**src/rtl/core/pdasc_pkg.sv**
```systemverilog
// ----------------------------------------------------------------------------
// pdasc_pkg: shared types and constants
// Field structs, character codes and the decoded item record for the
// packed decimal to ASCII converter.
// ----------------------------------------------------------------------------
`default_nettype none

package pdasc_pkg;

    // Digit capacity: limited by the configured maximum and by what 64 bits hold
    localparam int MAX_DIGITS = 15;
    localparam int HW_DIGITS  = 15;
    localparam int NUM_DIGITS = (MAX_DIGITS < HW_DIGITS) ? MAX_DIGITS : HW_DIGITS;

    localparam logic [3:0] SIGN_NEG   = 4'hD;
    localparam logic [6:0] DIGIT_BASE = 7'h30;
    localparam logic [6:0] CHAR_POINT = 7'h2E;
    localparam logic [6:0] CHAR_MINUS = 7'h2D;

    typedef struct packed {
        logic [63:0] packed_value;
        logic [3:0]  digit_count;
        logic [3:0]  scale;
    } in_t;

    typedef struct packed {
        logic [6:0] ascii_char;
        logic       last_char;
    } out_t;

    // Decoded request, ready for serial emission
    typedef struct packed {
        logic [NUM_DIGITS-1:0][3:0] digits;   // digit nibbles, index 0 least significant
        logic                       neg;
        logic                       has_int;  // at least one integer digit position
        logic [3:0]                 first;    // top integer digit to print
        logic [3:0]                 scale;    // clamped scale
    } item_t;

endpackage

`default_nettype wire

```
**src/rtl/core/packed_decimal_to_ascii_top.sv**
```systemverilog
// ----------------------------------------------------------------------------
// packed_decimal_to_ascii_top: packed decimal field to ASCII text
// Converts one packed decimal field per request into a stream of characters.
//
// Usage:
//   Input channel (in_valid/in_ready/in_data) takes one request: the packed
//   bytes right aligned in 64 bits (low nibble is the sign), the digit count
//   and the scale. Output channel (out_valid/out_ready/out_data) returns the
//   text one character per transfer, with last_char set on the final one.
//   A request yields 1 to 18 characters: optional '-', integer digits with
//   leading zeros dropped (at least one kept), then '.' and the fraction.
//   The request is first registered in the sequencer, which then writes its
//   characters into the output register. Throughput: one character per cycle
//   while the receiver takes them; the single character sequencer sets this.
//   The next request is taken in the cycle its predecessor's last character
//   moves to the output register, so streams run back to back with no gap.
//   When the receiver stalls, the output register holds and the sequencer
//   waits; in_ready stays low until the last character can advance.
//   Reset empties the sequencer and the output register.
// ----------------------------------------------------------------------------
`default_nettype none

module packed_decimal_to_ascii_top
    import pdasc_pkg::*;
(
    input  wire        clk,
    input  wire        rst_n,
    input  wire        in_valid,
    output logic       in_ready,
    input  wire in_t   in_data,
    output logic       out_valid,
    input  wire        out_ready,
    output out_t       out_data
);

    typedef enum logic [1:0] {
        PH_SIGN,
        PH_INT,
        PH_POINT,
        PH_FRAC
    } phase_t;

    item_t  prep_item;

    logic   busy_reg,      busy_next;
    phase_t phase_reg,     phase_next;
    logic [3:0] idx_reg,   idx_next;
    item_t  item_reg,      item_next;
    logic   out_valid_reg, out_valid_next;
    out_t   out_reg,       out_next;

    logic       step;
    logic       accept;
    logic       end_int;
    logic [3:0] nib;
    logic [6:0] ch;
    logic       ch_last;
    phase_t     ph_adv;
    logic [3:0] idx_adv;

    pdasc_prep u_prep (
        .req  (in_data),
        .item (prep_item)
    );

    // Character generator for the current cursor
    always_comb
    begin
        nib     = item_reg.digits[idx_reg];
        end_int = !item_reg.has_int || (idx_reg == item_reg.scale);
        ch      = CHAR_MINUS;
        ch_last = 1'b0;
        ph_adv  = phase_reg;
        idx_adv = idx_reg;

        unique case (phase_reg)
            PH_SIGN:
            begin
                ch      = CHAR_MINUS;
                ph_adv  = PH_INT;
                idx_adv = item_reg.first;
            end
            PH_INT:
            begin
                ch      = item_reg.has_int ? (DIGIT_BASE + {3'b000, nib}) : DIGIT_BASE;
                ch_last = end_int && (item_reg.scale == 4'd0);
                if (end_int)
                begin
                    ph_adv = PH_POINT;
                end
                else
                begin
                    idx_adv = idx_reg - 4'd1;
                end
            end
            PH_POINT:
            begin
                ch      = CHAR_POINT;
                ph_adv  = PH_FRAC;
                idx_adv = item_reg.scale - 4'd1;
            end
            PH_FRAC:
            begin
                ch      = DIGIT_BASE + {3'b000, nib};
                ch_last = (idx_reg == 4'd0);
                idx_adv = idx_reg - 4'd1;
            end
            default:
            begin
                ch = CHAR_MINUS;
            end
        endcase
    end

    // Handshake and next state
    always_comb
    begin
        step     = busy_reg && (!out_valid_reg || out_ready);
        in_ready = !busy_reg || (step && ch_last);
        accept   = in_valid && in_ready;

        busy_next      = busy_reg;
        phase_next     = phase_reg;
        idx_next       = idx_reg;
        item_next      = item_reg;
        out_valid_next = out_valid_reg;
        out_next       = out_reg;

        if (step)
        begin
            phase_next = ph_adv;
            idx_next   = idx_adv;
            if (ch_last)
            begin
                busy_next = 1'b0;
            end
        end

        // Load a new request over the finished one
        if (accept)
        begin
            busy_next  = 1'b1;
            item_next  = prep_item;
            phase_next = prep_item.neg ? PH_SIGN : PH_INT;
            idx_next   = prep_item.first;
        end

        if (step)
        begin
            out_valid_next      = 1'b1;
            out_next.ascii_char = ch;
            out_next.last_char  = ch_last;
        end
        else if (out_ready)
        begin
            out_valid_next = 1'b0;
        end
    end

    always_ff @(posedge clk or negedge rst_n)
    begin
        if (!rst_n)
        begin
            busy_reg      <= 1'b0;
            phase_reg     <= PH_INT;
            idx_reg       <= 4'd0;
            out_valid_reg <= 1'b0;
            item_reg      <= '0;
            out_reg       <= '0;
        end
        else
        begin
            busy_reg      <= busy_next;
            phase_reg     <= phase_next;
            idx_reg       <= idx_next;
            out_valid_reg <= out_valid_next;
            item_reg      <= item_next;
            out_reg       <= out_next;
        end
    end

    assign out_valid = out_valid_reg;
    assign out_data  = out_reg;

endmodule

`default_nettype wire

```
**src/rtl/core/pdasc_prep.sv**
```systemverilog
// ----------------------------------------------------------------------------
// pdasc_prep: request decode
// Clamps digit count and scale, extracts the sign and locates the first
// significant integer digit.
// ----------------------------------------------------------------------------
`default_nettype none

module pdasc_prep
    import pdasc_pkg::*;
(
    input  wire in_t   req,
    output item_t      item
);

    logic [3:0] n;
    logic [3:0] s;

    always_comb
    begin
        if ({1'b0, req.digit_count} > 5'(NUM_DIGITS))
        begin
            n = 4'(NUM_DIGITS);
        end
        else
        begin
            n = req.digit_count;
        end

        if (req.scale > n)
        begin
            s = n;
        end
        else
        begin
            s = req.scale;
        end

        item.digits  = req.packed_value[4 +: 4*NUM_DIGITS];
        item.neg     = (req.packed_value[3:0] == SIGN_NEG);
        item.has_int = (n != s);
        item.scale   = s;

        // Highest non-zero integer digit wins; keep the lowest one otherwise
        item.first = s;
        for (int i = 0; i < NUM_DIGITS; i++)
        begin
            if ((4'(i) < n) && (4'(i) >= s) &&
                (req.packed_value[4*i + 4 +: 4] != 4'h0))
            begin
                item.first = 4'(i);
            end
        end
    end

endmodule

`default_nettype wire
```
**config.mk**
```make
export PLATFORM = sky130hd
export DESIGN_NAME = packed_decimal_to_ascii_top
export DESIGN_NICKNAME = d
export VERILOG_FILES = /design/src/rtl/core/pdasc_pkg.sv /design/src/rtl/core/packed_decimal_to_ascii_top.sv /design/src/rtl/core/pdasc_prep.sv
export SDC_FILE = /design/constraint.sdc
export NUM_CORES = 1
export LEC_CHECK = 0
export BUFFER_PORTS_ARGS = -buffer_cell sky130_fd_sc_hd__buf_2
export CELL_PAD_IN_SITES_DETAIL_PLACEMENT = 1
export CELL_PAD_IN_SITES_GLOBAL_PLACEMENT = 2
export CORE_MARGIN = 2
export CORE_UTILIZATION = 31
export DETAILED_ROUTE_END_ITERATION = 10
export GPL_ROUTABILITY_DRIVEN = 0
export PLACE_DENSITY_LB_ADDON = 0.1
export SETUP_SLACK_MARGIN = 0.15
export SLEW_MARGIN = 20
export SYNTH_ARGS = -nofsm -noshare
export SYNTH_HDL_FRONTEND = slang
export SYNTH_HIERARCHICAL = 1
export SYNTH_SLANG_ARGS = --single-unit
```
**constraint.sdc**
```tcl
create_clock -name clk -period 2.2 [get_ports clk]
set_input_delay 0.22 -clock clk [delete_from_list [all_inputs] [get_ports clk]]
set_output_delay 0.22 -clock clk [all_outputs]
set_load 0.03 [all_outputs]
```
=== Word level (Yosys, flattened, before mapping) ===
Index checks and enable logic that the tools add are counted.
Widths: inputs -> output; s select.

* Input bits: 76
* Word-level logic and storage cells: 167
* Output and inout bits: 10
* Flip-flop bits (word level): 85

* Add/sub/neg operators: 3
* $lt $le $gt $ge: 32
* Multiplexer cells: 35
* Reduce and logical (&&, ||, !) cells: 65
* Eq/ne operators: 8

{| class="wikitable"
|+ Operator list
! cell !! count
|-
| $mux 4 || 20
|-
| $reduce_bool 4->1 || 16
|-
| $logic_and 1x1->1 || 34
|-
| $ge 4x4->1 const A || 7
|-
| $lt 4x4->1 const A || 7
|-
| $pmux 7 s4 || 1
|-
| $bmux 4 s4 || 1
|-
| $ge 3x4->1 const A || 4
|-
| $lt 3x4->1 const A || 4
|-
| $pmux 4 s4 || 1
|-
| $ge 1x4->1 const A || 2
|-
| $ge 2x4->1 const A || 2
|-
| $logic_not 4->1 || 2
|-
| $lt 1x4->1 const A || 2
|-
| $lt 2x4->1 const A || 2
|-
| $sub 4x1->4 const B || 2
|-
| $add 6x4->7 const A || 1
|-
| $mux 7 || 1
|-
| $mux 1 || 6
|-
| $mux 2 || 3
|-
| $ne 3x3->1 const B || 2
|-
| $pmux 2 s3 || 1
|-
| $reduce_bool 2->1 || 3
|-
| $lt 4x5->1 const B || 1
|-
| other kinds (12) || 18
|}

=== Logic depth before layout (Yosys ltp) ===
* Word-level depth: 21
* Mapped depth: 14
* Mapped depth without buffers: 13

=== Modules after synthesis ===
The synthesis kept the hierarchy.

{| class="wikitable"
|+ Modules (own cells, without submodules)
! module !! cells each !! area each (µm²) !! sequential area each (µm²) !! times used
|-
| packed_decimal_to_ascii_top || 435 || 4,060.1 || 2,103.3 || 1
|-
| pdasc_prep || 184 || 1,262.5 || 0.0 || 1
|}

=== Worst setup path before layout ===
No wires, ideal clock.

* Path kind: input port to flip-flop
* Start point: input in_data[7] (netlist bit)
* End point: register idx_reg[0]
* Path buffers: 1
* Library setup time: 0.126 ns
* Stages on the path: 13
* Arrival: 3.062 ns
* Data required time: 2.074 ns
* Path slack: -0.988 ns
* Path through: clkbuf_1 > inv_1 > ha_1 > and4_1 > a21o_1 > mux2i_4 > ha_1 > o41a_1 > or4b_1 > a21oi_1 > o31ai_1 > and3_1 > a221o_1

{| class="wikitable"
|+ RTL lines
! what !! line !! source
|-
| from (decl) || packed_decimal_to_ascii_top.sv:30 || <nowiki>input wire in_t in_data,</nowiki>
|-
| to (signal assigned) || packed_decimal_to_ascii_top.sv:175 || <nowiki>idx_reg <= idx_next;</nowiki>
|-
| to (decl) || packed_decimal_to_ascii_top.sv:47 || <nowiki>logic [3:0] idx_reg, idx_next;</nowiki>
|}

==> impl_metrics.toml <==
[route]
drc = 0
route.met3.wl_um = 498
wl_per_cell_um = 18.1
antenna_left = 0
met2_length_mm = 8.32
drt-pass1-iter-count = 4
met1_length_mm = 8.03
viasPerCell = 4.90
top_layer_used = "met4"
drt-initial-drc-count = 130
routed_wl_mm = 17.0
dr_total_vias = 4616

[floorplanning]
initial_utilization_pct = 31.9
num_rows = 47
io_pins = 86
die_w_um = 135
die_area_um2 = 18200
core_um2 = 16700
die_h_um = 135

[finish]
final_cells = 943
largest_reg_flops = 69
num-fill-cells = 2049
area_delta_synth_final_pct = 27.9
layout-drive-gt1-share_pct = 35.0
utilization_pct = 40.8
antenna_cells = 0
layout.nets = 805

[clocking]
cts_made_buffers = 9
cts_tree = "built"
cts_max_level = 3
cts_sinks = 84
clk_latency_ns = 0.34
cts-root-buf = "clkbuf_16"
path_clk_slew_ns = 0.06
cts_buffer_depth = 2

[pwr]
p_per_area_nw_per_um2 = 1250
swShare_pct = 38.1
clkPwrFrac_pct = 19.5
p_leak_nw = 3.38
vdd_drop_max_uv = 589
switching_power_mw = 3.25
pwr-share-comb_pct = 48.1
p_seq_share_pct = 32.4
p_int_mw = 5.27

[logic_synthesis]
syn-num-nets = 706
ys_top_cells_by_area = "dfrtp_1 (39%), nand2_1 (16%), buf_4 (9.0%)"
yosysTopAreaCell = "dfrtp_1"
ys_warn_count = 6
synthTopCellsByCount = "nand2_1 (221), dfrtp_1 (83), buf_4 (64), nor4_1 (18), clkbuf_1 (16)"
postSynthAreaPerCell_um2 = 8.60
synth_edf_count = 0
synth_most_common_cell = "nand2_1"
synthArstFlopShare_pct = 100
syn-instance-count = 619
synth.distinct_cells = 64
synth-main-ff-cell = "dfrtp_1"
synth_seq_area_share_pct = 39.5
yosys.area.top_type_share_pct = 39.0
synth_area_um2 = 5320
synth-seq-cells = 84

[outcome]
status = "finished, violations left"
violations = "setup timing"

[worst_setup_path]
r2r_end = "idx_reg[2]"
start_kind = "primary input"
critPathMaxStageDelay_ns = 0.26
endpoint_kind = "flop"
r2r_setup_slack_ns = 0.04
cp_slowest_cell = "ha_4"
r2r_start = "idx_reg[0]"
arrival_ns = 2.74
worst-path-buf-inv = 4
cp.required_ns = 2.43
crit_chain = "buf_8 -> inv_4 -> ha_4 -> nor2b_4 -> o211ai_2 -> a21o_4 -> mux2i_4 -> ha_2 -> o41a_1 -> buf_4 -> buf_6 -> a41o_1 -> and3b_1 -> o211ai_1 -> and3_1 -> a221o_1"
cp_max_fo = 2
reg2reg_depth = 8
criticalPathCategory = "primary input to flop"
cp_top_family = "compound AO/OA/AOI/OAI gates"

[timing]
drv_slew = 0
worstMarginPinSlew_ns = 0.785
period_minus_slack_ns = 2.51
rsz0062_at_grt = "true"
hold_viol_final = 0
setup_viol = 6
skew_ns = 0.00753
relSlewSlack_pct = 47.0
max_freq_mhz = 399
layout_setup_ws_ns = -0.307
hold_slack_ns = 0.0699
final.period_utilization_pct = 114

[global_route]
grt_pass1_wl_mm = 27.2
grt_pass1_vias = 5014
grt_overflow = 0
grt_max_degree = 69
track_usage_pct = 19.5
antenna_found_initial = 0

[place]
port_buffers = 84
dpl.hpwl_mm = 13.2
dpl.cell_count = 914

[hold_path]
hold_depth = 3
hold_class = "primary input to flop"
hp-start = "in_data[15]"
hold-path-endpoint = "item_reg[13]"

[run]
maxCapViolCount = 0
cell families (layout without fill, tap and decap cells):
logic type               Yosys count  count (layout)  synth area share [%]
AND/OR/NAND/NOR                  304             304                  24.8
buffers and inverters            105             209                  12.4
flip-flops                        84              84                  39.5
AO/OA/AOI/OAI                     73              73                  9.73
multiplexers                      32              32                  9.40
adder cells (fa/ha/maj)           11              11                  2.59
XOR/XNOR                           9               9                  1.48
other                              1               1                0.0705
worst min-delay path, stage by stage:
cell	delay, ns
buf_2	0.07
nand2_1	0.04
nand2_1	0.05
metrics by stage:
step                      worst slack [ns]  power, mW  TNS, ns  cell area (um^2)
after detailed placement            -0.755       6.62    -4.84              6160
final                               -0.307       8.51    -1.30              6810
after global placement              -0.696       6.48    -4.13              6160
after CTS                           -0.341       8.41    -1.51              6650
after global routing                -0.408       9.16    -1.91              6810
after floorplan                     -0.571       5.14    -2.58              5420
layout by cell type, fill, tap and decap left out, types with 4 or more instances in the layout:
cell	n
clkbuf_16	9
and3_1	4
o31ai_1	4
a21o_1	6
nor2_1	13
nand2b_1	5
buf_4	79
a21oi_1	12
inv_1	7
nor3_1	11
nor4_1	14
buf_6	15
nor4_2	4
nand2_1	219
buf_12	6
ha_1	6
nand3_1	4
mux4_2	13
o21ai_0	11
ha_4	4
nand4_1	10
mux2i_1	14
xor2_1	4
dfrtp_1	82
xnor2_1	5
o211ai_1	5
buf_2	80
per-layer routing:
metal	up-vias	GRT usage, %
li1	2241	-
met1	2286	26.1
met2	80	33.1
met3	9	3.19
met4	0	4.63
met5	-	0
layout make-up:
class	count	area, um^2	area share (%)
multi-input cells	430	2740	40.3
flip-flops and latches	84	2100	30.9
repair buffers	182	1310	19.2
well taps	220	275	4.04
clock buffers	11	243	3.57
clock inverters	5	83.8	1.23
inverters	11	51.3	0.754
worst max-delay path by stage:
| stage | from | to | slack, ns | depth (start not counted) |
|---|---|---|---|---|
| after detailed placement | in_data[5] | idx_reg[1] | -0.75 | 13 |
| after global placement | in_data[5] | idx_reg[1] | -0.70 | 13 |
| after floorplan | in_data[7] | idx_reg[0] | -0.57 | 13 |
| final | in_data[5] | idx_reg[2] | -0.31 | 16 |
| after global routing | in_data[5] | idx_reg[2] | -0.41 | 16 |
| after CTS | in_data[5] | idx_reg[0] | -0.34 | 14 |
power by group through the flow:
stage,Combinational (mW),Clock (mW),Sequential [mW]
3_5_place_dp,3.85,0,2.76
6_report,4.09,1.66,2.76
5_1_grt,4.55,1.76,2.85
3_3_place_gp,3.76,0,2.72
4_1_cts,3.94,1.71,2.76
2_1_floorplan,2.45,0,2.69
timing repair:
item	in CTS	in global routing
gates resized for setup	22	26
hold endpoints to repair	16	0
pin swaps	14	16
hold buffers	1	0
endpoints found under the setup margin	78	80
setup buffers	5	7
No activity file was read; power rests on OpenSTA's default activity.
